$ cat src/rtl/cses_pkg.sv
`timescale 1ns / 1ps
`default_nettype none
package cses_pkg;

    localparam int PAYLOAD_BYTES_DEF = 8;
    localparam int ADDR_W            = 6;
    // edges from the accepting edge to the edge that takes the result
    localparam int LATENCY           = 6;

    // register indexes, the byte address is eight times the index
    localparam logic [2:0] REG_SIG_START  = 3'd0;
    localparam logic [2:0] REG_SIG_LENGTH = 3'd1;
    localparam logic [2:0] REG_SIG_LE     = 3'd2;
    localparam logic [2:0] REG_SIG_SIGNED = 3'd3;
    localparam logic [2:0] REG_FACTOR     = 3'd4;
    localparam logic [2:0] REG_OFFSET     = 3'd5;
    localparam logic [2:0] REG_MUX_FMT    = 3'd6;
    localparam logic [2:0] REG_MUX_MATCH  = 3'd7;

    typedef struct packed {
        logic [5:0]         sig_start_bit;
        logic [6:0]         sig_length;
        logic               sig_little_endian;
        logic               sig_signed;
        logic signed [31:0] scale_factor;
        logic signed [47:0] scale_offset;
        logic [15:0]        mux_format;
        logic signed [31:0] mux_match_value;
    } t_cfg;

    // per-beat side band carried along the scaling pipeline
    typedef struct packed {
        logic        valid;
        logic        present;
        logic        beyond;
        logic [63:0] raw;
    } t_meta;

endpackage
`default_nettype wire

$ cat src/rtl/cses_regs.sv
`timescale 1ns / 1ps
`default_nettype none
module cses_regs (
    input  wire logic                        i_clk,
    input  wire logic                        i_rst_n,
    input  wire logic                        psel,
    input  wire logic                        penable,
    input  wire logic                        pwrite,
    input  wire logic [cses_pkg::ADDR_W-1:0] paddr,
    input  wire logic [63:0]                 pwdata,
    output logic      [63:0]                 prdata,
    output logic                             pready,
    output cses_pkg::t_cfg                   o_cfg
);

    cses_pkg::t_cfg r_cfg;
    logic [2:0]     idx;
    logic           wr_en;

    assign idx    = paddr[5:3];
    assign wr_en  = psel && penable && pwrite;
    assign pready = 1'b1;
    assign o_cfg  = r_cfg;

    always_ff @(posedge i_clk) begin
        if (!i_rst_n) begin
            r_cfg.sig_start_bit     <= 6'd0;
            r_cfg.sig_length        <= 7'd8;
            r_cfg.sig_little_endian <= 1'b1;
            r_cfg.sig_signed        <= 1'b0;
            r_cfg.scale_factor      <= 32'sd65536;
            r_cfg.scale_offset      <= 48'sd0;
            r_cfg.mux_format        <= 16'd0;
            r_cfg.mux_match_value   <= 32'sd0;
        end else if (wr_en) begin
            case (idx)
                cses_pkg::REG_SIG_START:  r_cfg.sig_start_bit     <= pwdata[5:0];
                cses_pkg::REG_SIG_LENGTH: r_cfg.sig_length        <= pwdata[6:0];
                cses_pkg::REG_SIG_LE:     r_cfg.sig_little_endian <= pwdata[0];
                cses_pkg::REG_SIG_SIGNED: r_cfg.sig_signed        <= pwdata[0];
                cses_pkg::REG_FACTOR:     r_cfg.scale_factor      <= $signed(pwdata[31:0]);
                cses_pkg::REG_OFFSET:     r_cfg.scale_offset      <= $signed(pwdata[47:0]);
                cses_pkg::REG_MUX_FMT:    r_cfg.mux_format        <= pwdata[15:0];
                cses_pkg::REG_MUX_MATCH:  r_cfg.mux_match_value   <= $signed(pwdata[31:0]);
                default: ;
            endcase
        end
    end

    always_comb begin
        case (idx)
            cses_pkg::REG_SIG_START:  prdata = {58'd0, r_cfg.sig_start_bit};
            cses_pkg::REG_SIG_LENGTH: prdata = {57'd0, r_cfg.sig_length};
            cses_pkg::REG_SIG_LE:     prdata = {63'd0, r_cfg.sig_little_endian};
            cses_pkg::REG_SIG_SIGNED: prdata = {63'd0, r_cfg.sig_signed};
            cses_pkg::REG_FACTOR:     prdata = {32'd0, r_cfg.scale_factor};
            cses_pkg::REG_OFFSET:     prdata = {16'd0, r_cfg.scale_offset};
            cses_pkg::REG_MUX_FMT:    prdata = {48'd0, r_cfg.mux_format};
            cses_pkg::REG_MUX_MATCH:  prdata = {32'd0, r_cfg.mux_match_value};
            default:                  prdata = 64'd0;
        endcase
    end

endmodule
`default_nettype wire

$ cat config.mk
export PLATFORM = sky130hd
export DESIGN_NAME = cses_regs
export DESIGN_NICKNAME = d
export VERILOG_FILES = /design/src/rtl/cses_pkg.sv /design/src/rtl/cses_regs.sv
export SDC_FILE = /design/constraint.sdc
export NUM_CORES = 1
export LEC_CHECK = 0
export BUFFER_PORTS_ARGS = -buffer_cell sky130_fd_sc_hd__buf_4
export CAP_MARGIN = 20
export CORE_ASPECT_RATIO = 1.75
export CORE_MARGIN = 2
export CORE_UTILIZATION = 41
export DETAILED_ROUTE_END_ITERATION = 12
export PLACE_DENSITY = 0.69
export SLEW_MARGIN = 20
export SYNTH_ARGS = -nofsm -noshare
export SYNTH_HDL_FRONTEND = slang
export SYNTH_SLANG_ARGS = --single-unit
$ cat constraint.sdc
create_clock -name i_clk -period 2.9 [get_ports i_clk]
set_input_delay 0.58 -clock i_clk [delete_from_list [all_inputs] [get_ports i_clk]]
set_output_delay 0.58 -clock i_clk [all_outputs]
set_load 0.1 [all_outputs]
==> flow_summary.yaml <==
status:
  outcome: "finished, final reports clean"
cells_and_area:
  num_antenna_cells: 0
  fin_nets: 1011
  stdcell_count: 1141
  layout-drive-gt1-share_pct: 36.35
  design_area_sq_mm: 0.009268
  largest_reg_flops: 143
  num-fill-cells: 1481
  syn_to_final_growth_pct: 37.65
yosys:
  synth_top_area_cell: "dfxtp_1"
  yosys-top-cells-count: "nand2_1 (212), mux2i_1 (157), dfxtp_1 (143)"
  yosys_warnings: 0
  avgSynthCellArea_sq_um: 9.536
  synthesis.area_sq_mm: 0.006733
  synth_cells: 706
  synth-edff-count: 0
  synth.top_cell.area_share_pct: 42.52
  ys_async_sr_fraction_pct: 0
  ys.flop_type: "dfxtp_1"
  yosysMostFrequentCell: "nand2_1"
  ys_seq_area_share_pct: 42.52
  ys_top_cells_by_area: "dfxtp_1 (43%), mux2i_1 (23%), nand2_1 (12%)"
  synth.ff_latch_count: 143
  synth_cell_types: 35
critical_path:
  critPathLaunchType: "input pin"
  rrSetupSlack_ns: 2.17
  worst_ep_arrival_time_ns: 2.17
  reg2reg_depth: 2
  end_kind: "primary output"
  crit_path_max_fanout: 32
  criticalPathCategory: "in2out"
  r2r_end: "o_cfg[129]"
  required_ns: 2.32
  r2r-start: "o_cfg[129]"
sta:
  whs_ns: 0.4192
  final-hold-violation-count: 0
  rsz0062_at_grt: "no"
  max_freq_ghz: 0.3635
  max_slew_margin_pct: 52.65
  finalCritPeriodShare_pct: 94.87
  setup_violations: 0
  tightestPinTransition_ns: 0.7085
  finalClockSkew_ns: 0
  maxSlewViolCount: 0
  min_period_ns: 2.751
cts:
  tritoncts: "yes"
  cts.path.max_buffers: 2
  ctsResizeCount: 0
  cts_max_level: 4
  insertion_delay_ns: 0.41
  cts_root_buf: "clkbuf_16"
  clk_pin_slew_ns: 0.06
  cts_buffers: 17
  cts_hold_buf: 0
  postCtsSetupRepairBufs: 0
  clkSinkCount: 143
route:
  route.detailed.drc: 0
  via_count: 5785
  vias_per_cell: 5.070
  ant_nets: 0
  wirelength_um: 19750
  drtIter0Drc: 105
  post_drt_wl_per_cell_um: 17.31
  first_pass_iters: 5
placement:
  portBuffers: 246
  globalplace.congestion: 0.8359
  postPlaceCellArea_sq_mm: 0.008681
  dpl.hpwl_um: 14040
  place_inst: 1109
pwr:
  switchingPower_mw: 1.324
  sw_frac_of_total_pct: 28.01
  max-vdd-ir-drop_mv: 0.3619
  p_clk_share_pct: 46.1
  p_seq_share_pct: 42.1
  power_density_mw_per_mm2: 510.0
  power_frac_comb_pct: 11.8
  power.leakage_nw: 3.919
  intPower_mw: 3.403
global_route:
  grt_start_max_net_pins: 78
  antenna_found_initial: 0
  busiest_layer: "met2"
  grt_pass1_wl_um: 30070
  grt_overflow_total: 0
  grt_util_met2_pct: 39.25
  grt_usage_pct: 22.36
  grtUsageMet3_pct: 4.597
  grt_pass1_vias: 5574
  grt_use_met1_pct: 24.25
floorplan:
  die_area_sq_mm: 0.01750
  start_util_pct: 41.53
  top_level_ports: 283
  die_h_um: 173.5
  num_rows: 62
  fp.dieW_um: 100.9
  core_sq_mm: 0.01621
worst_hold_path:
  min_path_cells: 3
  hold_path.startpoint: "pwdata[41]"
  hp-class: "in2reg"
  hold_path_end: "o_cfg[89]"
flow_run:
  maxCapViolations: 0
==> power groups by stage <==
stage	Sequential (mW)	Clock (mW)	Combinational [mW]
detailed placement	2.04	0	0.559
global placement	2.04	0	0.556
global route	1.99	2.31	0.584
floorplan	2.14	0	0.330
CTS	1.99	2.23	0.559
finish	1.99	2.18	0.556
==> worst max-delay path, cell delays in order <==
cell     delay (ns)
buf_4          0.39
buf_4          0.31
mux2i_1        0.09
or2_2          0.28
a21oi_2        0.17
buf_4          0.31
==> cell type report <==
| cell class | count | area [sq um] | share of cell area, % |
|---|---|---|---|
| multi-input combinational | 504 | 3532 | 38.11 |
| sequential | 143 | 2863 | 30.89 |
| timing repair buffer | 264 | 2023 | 21.83 |
| clock buffer | 19 | 432.9 | 4.671 |
| tap | 192 | 240.2 | 2.592 |
| clock inverter | 13 | 153.9 | 1.661 |
| inverter | 6 | 22.52 | 0.2430 |
==> cells in the final DEF (no fill, tap or decap), drive strengths merged <==
cell type / instances
or2: 18
a22oi: 5
a221oi: 3
o31ai: 1
a21oi: 17
o211ai: 1
o32a: 2
or3: 1
mux2i: 157
nor2: 9
nand2: 212
dfxtp: 143
and3: 2
bufinv: 2
mux2: 6
clkbuf: 19
nand4b: 1
clkinvlp: 2
inv: 11
mux4: 12
o311ai: 3
buf: 264
nand2b: 2
nor2b: 2
o22ai: 2
clkinv: 4
conb: 17
o21ai: 4
nand4: 1
and2: 26
==> kinds of logic after synthesis <==
group | count (synthesis) | synth area share, %
other | 2 | 0.1115
muxes | 175 | 28.69
AOI/OAI and AO/OA | 38 | 3.606
buffers and inverters | 74 | 7.062
DFF | 143 | 42.52
and+or+nand+nor | 274 | 18.01
==> metal layers <==
layer	part of all wire [%]	vias up	routed length, um
met5	0	-	0
met4	5.2	0	1034
met3	4.5	56	881
met2	52	193	10340
met1	38	2728	7492
li1	-	2808	-
==> worst max-delay path by stage <==
stage / start / end / slack [ns] / cells past startpoint
after floorplan: o_cfg[136] / prdata[6] / -0.11 / 2
after global placement: paddr[3] / prdata[25] / 0.16 / 6
after detailed placement: paddr[3] / prdata[28] / 0.14 / 6
after CTS: paddr[3] / prdata[28] / 0.15 / 6
after global routing: paddr[3] / prdata[28] / 0.05 / 6
final: paddr[3] / prdata[25] / 0.15 / 6
==> stage by stage <==
stage	setup WS, ns	utilization [%]	setup TNS [ns]	power (mW)
floorplan	-0.1126	-	-0.1126	2.468
CTS	0.1472	57.16	0	4.778
global placement	0.1640	53.54	0	2.591
detailed placement	0.1437	53.54	0	2.594
global route	0.05391	57.16	0	4.886
finish	0.1487	57.16	0	4.727
No activity file was read; power rests on OpenSTA's default activity.
