**src/rtl/cses_extract.sv**
```systemverilog
`timescale 1ns / 1ps
`default_nettype none
module cses_extract (
    input  wire logic [63:0] i_payload,
    input  wire logic [3:0]  i_nbytes,
    input  wire logic [5:0]  i_start_bit,
    input  wire logic [6:0]  i_len_field,
    input  wire logic        i_intel,
    input  wire logic        i_sgn,
    output logic      [63:0] o_raw,
    output logic             o_beyond
);

    logic [6:0]  len;
    logic [6:0]  seq;
    logic [6:0]  last;
    logic [5:0]  msb_idx;
    logic [63:0] mask;
    logic [63:0] be;
    logic [63:0] shifted;
    logic [63:0] v;

    always_comb begin
        // zero length acts as one, anything past 64 as 64
        if (i_len_field == 7'd0) begin
            len = 7'd1;
        end else if (i_len_field > 7'd64) begin
            len = 7'd64;
        end else begin
            len = i_len_field;
        end
        mask = {64{1'b1}} >> (7'd64 - len);
        msb_idx = 6'(len - 7'd1);
        be = {i_payload[7:0],   i_payload[15:8],  i_payload[23:16], i_payload[31:24],
              i_payload[39:32], i_payload[47:40], i_payload[55:48], i_payload[63:56]};
        // motorola start bit renumbered as a position in the byte-swapped word
        seq = {1'b0, i_start_bit[5:3], ~i_start_bit[2:0]};
        if (i_intel) begin
            last    = {1'b0, i_start_bit} + len - 7'd1;
            shifted = i_payload >> i_start_bit;
        end else begin
            last    = seq + len - 7'd1;
            shifted = be >> (6'd63 - last[5:0]);
        end
        o_beyond = (last[6:3] >= i_nbytes);
        v = shifted & mask;
        if (i_sgn && v[msb_idx]) begin
            v = v | ~mask;
        end
        o_raw = o_beyond ? 64'd0 : v;
    end

endmodule
`default_nettype wire

```
**config.mk**
```make
export PLATFORM = sky130hd
export DESIGN_NAME = cses_extract
export DESIGN_NICKNAME = d
export VERILOG_FILES = /design/src/rtl/cses_extract.sv
export SDC_FILE = /design/constraint.sdc
export NUM_CORES = 1
export LEC_CHECK = 0
export ABC_AREA = 1
export BUFFER_PORTS_ARGS = -buffer_cell sky130_fd_sc_hd__buf_2
export CORE_ASPECT_RATIO = 1.4
export CORE_MARGIN = 5
export CORE_UTILIZATION = 30
export DETAILED_ROUTE_END_ITERATION = 8
export PLACE_DENSITY = 0.54
export SLEW_MARGIN = 20
export SYNTH_ARGS = -nofsm -noshare
export SYNTH_HDL_FRONTEND = slang
export SYNTH_SLANG_ARGS = --single-unit
```
**constraint.sdc**
```tcl
create_clock -name vclk -period 6.5
set_input_delay 1.3 -clock vclk [all_inputs]
set_output_delay 1.3 -clock vclk [all_outputs]
set_load 0.05 [all_outputs]
```
==> flow_summary.json, run 1 <==
{
  "dr_total_vias": 21004,
  "hold_viol": 0,
  "ff_latch_area_um2": 0,
  "fmax_ghz": 0.146,
  "io_buffers": 148,
  "placedInstanceArea_um2": 16200,
  "grt_start_max_net_pins": 75,
  "hpwl_um": 69000,
  "dr.pass1.iters": 7,
  "final_cells": 3432,
  "start_util_pct": 30.3,
  "drt_iter0_drc": 2504,
  "clkPwrFrac_pct": 0,
  "p_sw_share_pct": 61.6,
  "rsz0062_at_grt": "yes",
  "syn_area_um2": 11600,
  "cp.arrival_ns": 5.57,
  "grt_pass1_wl_um": 128000,
  "dieWidth_um": 176,
  "ant_nets": 0,
  "maxCapViolations": 0,
  "wl_per_cell_um": 26.6,
  "crit_start": "i_len_field[6]",
  "hold_buffers": 0,
  "grt_pass1_vias": 19919,
  "critPathMaxStageDelay_ns": 0.63,
  "die_h_um": 243,
  "cellPowerDensity_nw_per_um2": 269,
  "min-delay-start": "i_sgn",
  "synthesis.nets": 2612,
  "outcome": "complete, but fails checks",
  "syn_area_per_cell_um2": 4.63,
  "fin_nets": 3063,
  "violations": "setup timing",
  "rows": 85,
  "drive_above_1_share_pct": 37.1,
  "synth.area.top_cells": "nand3_1, nand2_1, inv_1, nor2_1, a21oi_1",
  "drc": 0,
  "drt_wl_total_um": 91400,
  "synth_cell_type_count": 36,
  "min_path_cells": 8,
  "die_area_um2": 42700,
  "maxSlewHeadroom_pct": 48.1,
  "track_usage_pct": 39.5,
  "total_leakage_power_uw": 0.00953,
  "crit_fanout": 7,
  "final_cell_area_um2": 20100,
  "crit_type": "in -> out",
  "critPathCaptureType": "primary output",
  "worst_pin_slew_ns": 0.779,
  "internal-power_uw": 2070,
  "cp-start-kind": "primary input",
  "area_growth_syn_to_layout_pct": 73.3,
  "crit_slowest_cell": "fa_2",
  "finalWeightedCongestion": 1.09,
  "core-area_um2": 38300,
  "switchingPower_uw": 3320,
  "setup_violations": 63,
  "placed_cells": 3345,
  "pwr-share-comb_pct": 100.0,
  "via_per_inst": 6.12,
  "min_period_ns": 6.87,
  "seqPwrFrac_pct": 0,
  "io_pins": 148,
  "synth.yosys.seq_area_share_pct": 0,
  "synth_top_area_share_pct": 46.7,
  "seq_cells": 0,
  "antenna_found_initial": 4,
  "min_path_type": "in -> out",
  "slew_violations": 0,
  "final_cell_mix": "nand3_1, nand2_1, buf_4",
  "ir_drop_uv": 393,
  "yosys.area.top_type": "nand3_1",
  "n_clock_buffer": 0,
  "final_common_cell": "nand3_1",
  "cp.required_ns": 5.20,
  "timing.critical_path.mode_cell": "nand3_2",
  "synth_cells": 2501,
  "synth_warnings": 0,
  "grt_overflow": 0,
  "setup_ws_ns": -0.369,
  "min_period_over_period_pct": 106
}
==> cell usage after synthesis (2+ instances only) <==
| library cell | n |
|---|---|
| nand3_1 | 1081 |
| nand2_1 | 755 |
| inv_1 | 125 |
| nor2_1 | 107 |
| clkbuf_1 | 78 |
| a21oi_1 | 77 |
| buf_2 | 59 |
| buf_1 | 44 |
| o21ai_0 | 28 |
| ha_1 | 27 |
| nand4_1 | 19 |
| o21ai_1 | 18 |
| nand3_2 | 15 |
| inv_2 | 11 |
| o211ai_1 | 8 |
| o22ai_1 | 8 |
| buf_4 | 7 |
| nand2_2 | 4 |
| buf_6 | 3 |
| clkinv_1 | 3 |
| nor2_4 | 3 |
| xor2_1 | 3 |
| a21oi_2 | 2 |
| clkinv_2 | 2 |
| nand3b_1 | 2 |
| or2_2 | 2 |
==> worst max-delay path: cells and delay by family <==
family	cells	cell delay (ns)
adders and majority gates	3	0.97
AOI/OAI and AO/OA	3	0.41
buffers and inverters	11	1.40
and+or+nand+nor	14	1.45
==> power by group through the flow <==
| stage | Combinational [µW] | Sequential (µW) | Clock, µW |
|---|---|---|---|
| finish | 5390 | 0 | 0.0000825 |
| global route | 5610 | 0 | 0.0000206 |
| CTS | 4960 | 0 | 0 |
| floorplan | 2290 | 0 | 0 |
| detailed placement | 4120 | 0 | 0 |
| global placement | 4120 | 0 | 0 |
==> routing by layer <==
metal,part of all wire (%),global-route usage [%],wire length [µm],up-vias
met5,0,0,0,-
met4,12,32.9,10900,0
met3,7.2,4.81,6570,411
met2,46,67.2,42500,1313
met1,34,43.2,31500,9801
li1,-,-,-,9479
==> cell families (layout without fill, tap and decap cells) <==
logic type               Yosys count  count (layout)  share of synthesized area (%)
AND/OR/NAND/NOR                 1991            1991                           77.9
buffers and inverters            332             781                           11.8
AO/OA/AOI/OAI                    145             145                           6.68
adder cells (fa/ha/maj)           28              28                           3.09
XOR/XNOR                           5               5                          0.443
other                              0               4                              0
==> through the flow <==
step | hold WS, ns | util, % | setup slack (ns) | power, µW | setup TNS (ns)
6_report | 3.40 | 52.5 | -0.369 | 5390 | -19.63
5_1_grt | 3.45 | 52.4 | -0.462 | 5610 | -26.17
4_1_cts | 3.38 | 49.5 | -0.184 | 4960 | -8.73
3_5_place_dp | 3.37 | 42.2 | -0.651 | 4120 | -35.46
3_3_place_gp | 3.38 | 42.2 | -0.660 | 4120 | -36.51
2_1_floorplan | 3.00 | - | -0.0996 | 2290 | -1.98
==> final cells by class <==
class / instances / area [µm²]
inverters: 141 / 551
repair buffers: 640 / 6030
multi-input cells: 2169 / 12900
diodes: 4 / 10.0
fillers: 4000 / 18200
well taps: 478 / 598
==> path summary, 6_finish.rpt <==
path / endpoint / slack, ns
hold / removal: o_raw[42] / 3.40
setup / recovery: o_raw[1] / -0.37
==> what timing repair did <==
action | in CTS | in global routing
gates cloned | 15 | 7
setup endpoints to repair | 64 | 64
pin swaps | 64 | 81
buffers inserted | 63 | 8
resized for setup | 433 | 210
No activity file was read; power rests on OpenSTA's default activity.
==> run 2, diff against run 1 <==
- GPL_TIMING_DRIVEN: default -> 0
==> run 2 against run 1 <==
Critical path type unchanged. Core utilization down 8.4 points. Clock-buffer cell count unchanged. Maximum frequency down 0.57%. Non-clock buffer count down 252. First-iteration DRC count up 11%. Critical path depth unchanged. Sequential share of layout area unchanged. Global-route usage up 2.3 points. Critical endpoint is now o_raw[23]. Final area down 16%. Sequential cell count unchanged. The run still ends with setup timing left. Die area unchanged. Wire length up 5.7%.
==> flow_summary.json, run 2 (same netlist as run 1, synthesis figures left out) <==
{
  "violations": "setup timing",
  "cp_top_family": "simple AND/OR/NAND/NOR gates",
  "finalWeightedCongestion": 1.14,
  "grt_start_max_net_pins": 15,
  "track_usage_pct": 41.8,
  "setup_violations": 63,
  "outcome": "complete, but fails checks",
  "grt_overflow": 0,
  "ant_nets": 0,
  "io_buffers": 146,
  "wl_per_cell_um": 30.4,
  "core-area_um2": 38300,
  "min_period_over_period_pct": 106,
  "hpwl_um": 78900,
  "grt_pass1_vias": 18666,
  "dieWidth_um": 176,
  "cp_num_buf_inv": 11,
  "seq_cells": 0,
  "final_cells": 3180,
  "cp.required_ns": 5.20,
  "maxCapViolations": 0,
  "drive_above_1_share_pct": 26.9,
  "rows": 85,
  "timing.critical_path.mode_cell": "nand2_2",
  "antenna_found_initial": 2,
  "slew_violations": 0,
  "ff_latch_area_um2": 0,
  "start_util_pct": 30.3,
  "maxSlewHeadroom_pct": 40.8,
  "final_common_cell": "nand3_1",
  "crit_type": "in -> out",
  "worst_pin_slew_ns": 0.887,
  "min_path_type": "in -> out",
  "min_period_ns": 6.91,
  "setup_ws_ns": -0.408,
  "final_cell_mix": "nand3_1, nand2_1, nand3_2",
  "crit_slowest_cell": "fa_2",
  "fmax_ghz": 0.145,
  "hold_viol": 0,
  "placed_cells": 3125,
  "crit_fanout": 5,
  "drc": 0,
  "hold-worst-slack_ns": 3.21,
  "io_pins": 148,
  "die_h_um": 243,
  "dr_total_vias": 20373,
  "critPathMaxStageDelay_ns": 0.43,
  "n_clock_buffer": 0,
  "critPathCaptureType": "primary output",
  "drt_iter0_drc": 2775,
  "fin_nets": 2814,
  "finish.utilization_pct": 44.0,
  "cp.arrival_ns": 5.61,
  "rsz0062_at_grt": "yes",
  "fillCellCount": 4344,
  "die_area_um2": 42700,
  "area_growth_syn_to_layout_pct": 45.4,
  "dr.pass1.iters": 7,
  "cp-start-kind": "primary input",
  "multi_input_area_um2": 12400,
  "grt_pass1_wl_um": 132000,
  "hold_buffers": 0,
  "via_per_inst": 6.41,
  "drt_wl_total_um": 96600
}
==> run 2: cell types whose count changed in the layout (fill, tap and decap cells not counted), moves of 8 or more <==
cell,before,now
buf_1,0,27
nand2_2,43,35
clkbuf_1,0,32
nand3_4,60,34
nand3_1,851,896
clkbuf_4,1,16
buf_4,403,60
buf_16,13,0
clkbuf_2,0,20
nand2_1,710,718
buf_12,47,14
nand3_2,186,168
buf_2,77,107
==> run 2: path summary, 6_finish.rpt <==
| kind | depth (start not counted) | slack [ns] | end | start |
|---|---|---|---|---|
| worst max-delay path | 31 | -0.41 | o_raw[23] | i_len_field[0] |
| worst min-delay path | 6 | 3.21 | o_raw[63] | i_sgn |
==> run 2: what timing repair did <==
action / 4_1_cts / 5_1_grt
gates resized for setup: 532 / 206
cloned: 7 / 4
setup endpoints to repair: 65 / 65
pin swaps: 38 / 82
setup buffers: 31 / 16
==> run 2: area by class of cell <==
cell class	count	area share, %
buffer	187	8.14
tap	478	3.55
timing repair inverter	2	0.134
antenna	1	0.0149
timing repair buffer	201	11.0
multi-input combinational	2170	73.7
inverter	141	3.40
==> run 2: per-stage QoR <==
step | worst slack (ns) | instance area (µm²) | TNS (ns)
6_report | -0.408 | 16800 | -22.56
5_1_grt | -0.529 | 16800 | -29.65
4_1_cts | -0.387 | 15800 | -22.16
3_5_place_dp | -2.36 | 13500 | -146.99
3_3_place_gp | -2.40 | 13500 | -147.92
2_1_floorplan | -0.0996 | 12100 | -1.98
==> run 2: layer usage <==
layer  global-route usage, %  routed length, µm  up-vias
met5                       0                 14        -
met4                    35.0              11300        2
met3                    6.93               8830      451
met2                    68.1              42900     1444
met1                    47.2              33600     9501
li1                        -                  -     8975
==> run 3, diff against run 2 <==
==> constraint.sdc (replaced) <==
create_clock -name vclk -period 6.5
set_input_delay 1.3 -clock vclk [all_inputs]
set_output_delay 1.3 -clock vclk [all_outputs]
set_load 0.1 [all_outputs]
==> run 3 against run 2 <==
The flow still finishes with violations (setup timing). Critical path depth down 1. Final area down 0.39%. Sequential cell count unchanged. Cell count down 0.22%. Wire length down 2.6%. Worst setup slack worse by 0.14 ns. Clock-buffer cell count unchanged. Global-route usage down 0.45 points. Largest cell class unchanged.
==> flow_summary.json, run 3 (same netlist as run 1, synthesis figures left out) <==
{
  "seqPwrFrac_pct": 0,
  "min_path_cells": 6,
  "total_leakage_power_uw": 0.00771,
  "rows": 85,
  "pwr-share-comb_pct": 100.0,
  "p_sw_share_pct": 69.0,
  "cp-start-kind": "primary input",
  "dr_total_vias": 20089,
  "fillCellCount": 4333,
  "rsz0062_at_grt": "yes",
  "preCtsSetupSlack_ns": -2.16,
  "fin_nets": 2805,
  "met2_length_um": 41800,
  "track_usage_pct": 41.4,
  "setup_violations": 63,
  "hold_buffers": 0,
  "die_h_um": 243,
  "critPathMaxStageDelay_ns": 0.70,
  "cp.required_ns": 5.20,
  "wl_per_cell_um": 29.7,
  "grt_pass1_wl_um": 131000,
  "multi_input_area_um2": 12000,
  "final_cell_mix": "nand3_1, nand2_1, nand3_2",
  "grt_overflow": 0,
  "min_period_ns": 7.05,
  "slew_violations": 0,
  "clkPwrFrac_pct": 0,
  "outcome": "complete, but fails checks",
  "final_common_cell": "nand3_1",
  "wl_met3_um": 8120,
  "violations": "setup timing",
  "crit_slowest_cell": "fa_2",
  "seq_cells": 0,
  "tns_ns": -31.59,
  "crit_type": "in -> out",
  "via_per_inst": 6.33,
  "final_cell_area_um2": 16800,
  "timing.critical_path.mode_cell": "nand2_1",
  "cellPowerDensity_nw_per_um2": 309,
  "grt_pass1_vias": 18972,
  "dr.pass1.iters": 6,
  "finish.utilization_pct": 43.8,
  "io_pins": 148,
  "setup_ws_ns": -0.551,
  "switchingPower_uw": 3580,
  "critPathCaptureType": "primary output",
  "fmax_ghz": 0.142,
  "io_buffers": 146,
  "n_clock_buffer": 0,
  "min_period_over_period_pct": 108,
  "die_area_um2": 42700,
  "min_path_type": "in -> out",
  "antenna_found_initial": 4,
  "worst_pin_slew_ns": 0.897,
  "start_util_pct": 30.3,
  "drive_above_1_share_pct": 23.5,
  "area_growth_syn_to_layout_pct": 44.8,
  "ant_nets": 0,
  "highest_layer": "met4",
  "drc": 0,
  "maxSlewHeadroom_pct": 40.2,
  "internal-power_uw": 1610,
  "hold_viol": 0,
  "ff_latch_area_um2": 0,
  "ir_drop_uv": 421,
  "placedInstanceArea_um2": 13600,
  "grt_start_max_net_pins": 15,
  "dieWidth_um": 176,
  "wl_met1_um": 32700,
  "cp.arrival_ns": 5.75,
  "drt_wl_total_um": 94100,
  "core-area_um2": 38300,
  "finalWeightedCongestion": 1.10,
  "drt_iter0_drc": 2586,
  "crit_fanout": 10,
  "hpwl_um": 77000,
  "maxCapViolations": 0
}
run 3: timing repair:
action / CTS / global route
gates resized for setup: 595 / 111
setup endpoints to repair: 65 / 65
pin swaps: 30 / 44
gates cloned: 8 / 4
setup buffers: 30 / 6
hold endpoints to repair: 0 / 0
run 3: worst max-delay path: cells and delay by family:
kind / cells / cell delay (ns)
buffers and inverters: 9 / 1.22
adders and majority gates: 3 / 1.03
AOI/OAI and AO/OA: 4 / 0.70
and+or+nand+nor: 14 / 1.50
run 3: path summary, 6_finish.rpt:
kind | startpoint | end | slack (ns)
worst max-delay path | i_len_field[3] | o_raw[49] | -0.55
worst min-delay path | i_sgn | o_raw[63] | 3.24
run 3: final cells by class:
class,instances,share of cell area (%)
antenna,3,0.0447
timing repair buffer,190,12.3
timing repair inverter,2,0.0820
multi-input combinational,2171,71.7
tap,478,3.56
inverter,141,3.31
buffer,188,8.93
run 3: power by group through the flow:
| stage | registers, µW | logic [µW] | clock network (µW) |
|---|---|---|---|
| after floorplan | 0 | 2790 | 0 |
| after global placement | 0 | 3960 | 0 |
| after detailed placement | 0 | 3960 | 0 |
| after CTS | 0 | 4890 | 0 |
| after global routing | 0 | 5360 | 0 |
| final | 0 | 5190 | 0.0000314 |
run 3: metrics by stage:
| step | cells | total power, µW | hold slack [ns] |
|---|---|---|---|
| global placement | 3125 | 3960 | 3.46 |
| CTS | 3160 | 4890 | 3.26 |
| global route | 3170 | 5360 | 3.27 |
| detailed placement | 3125 | 3960 | 3.44 |
| finish | 3173 | 5190 | 3.24 |
| floorplan | 2501 | 2790 | 3.06 |
run 3: layer usage:
layer / track usage (%) / vias to the layer above
met1: 45.9 / 9384
met4: 35.8 / 0
met2: 67.6 / 1356
li1: - / 8951
met3: 7.10 / 398
met5: 0 / -
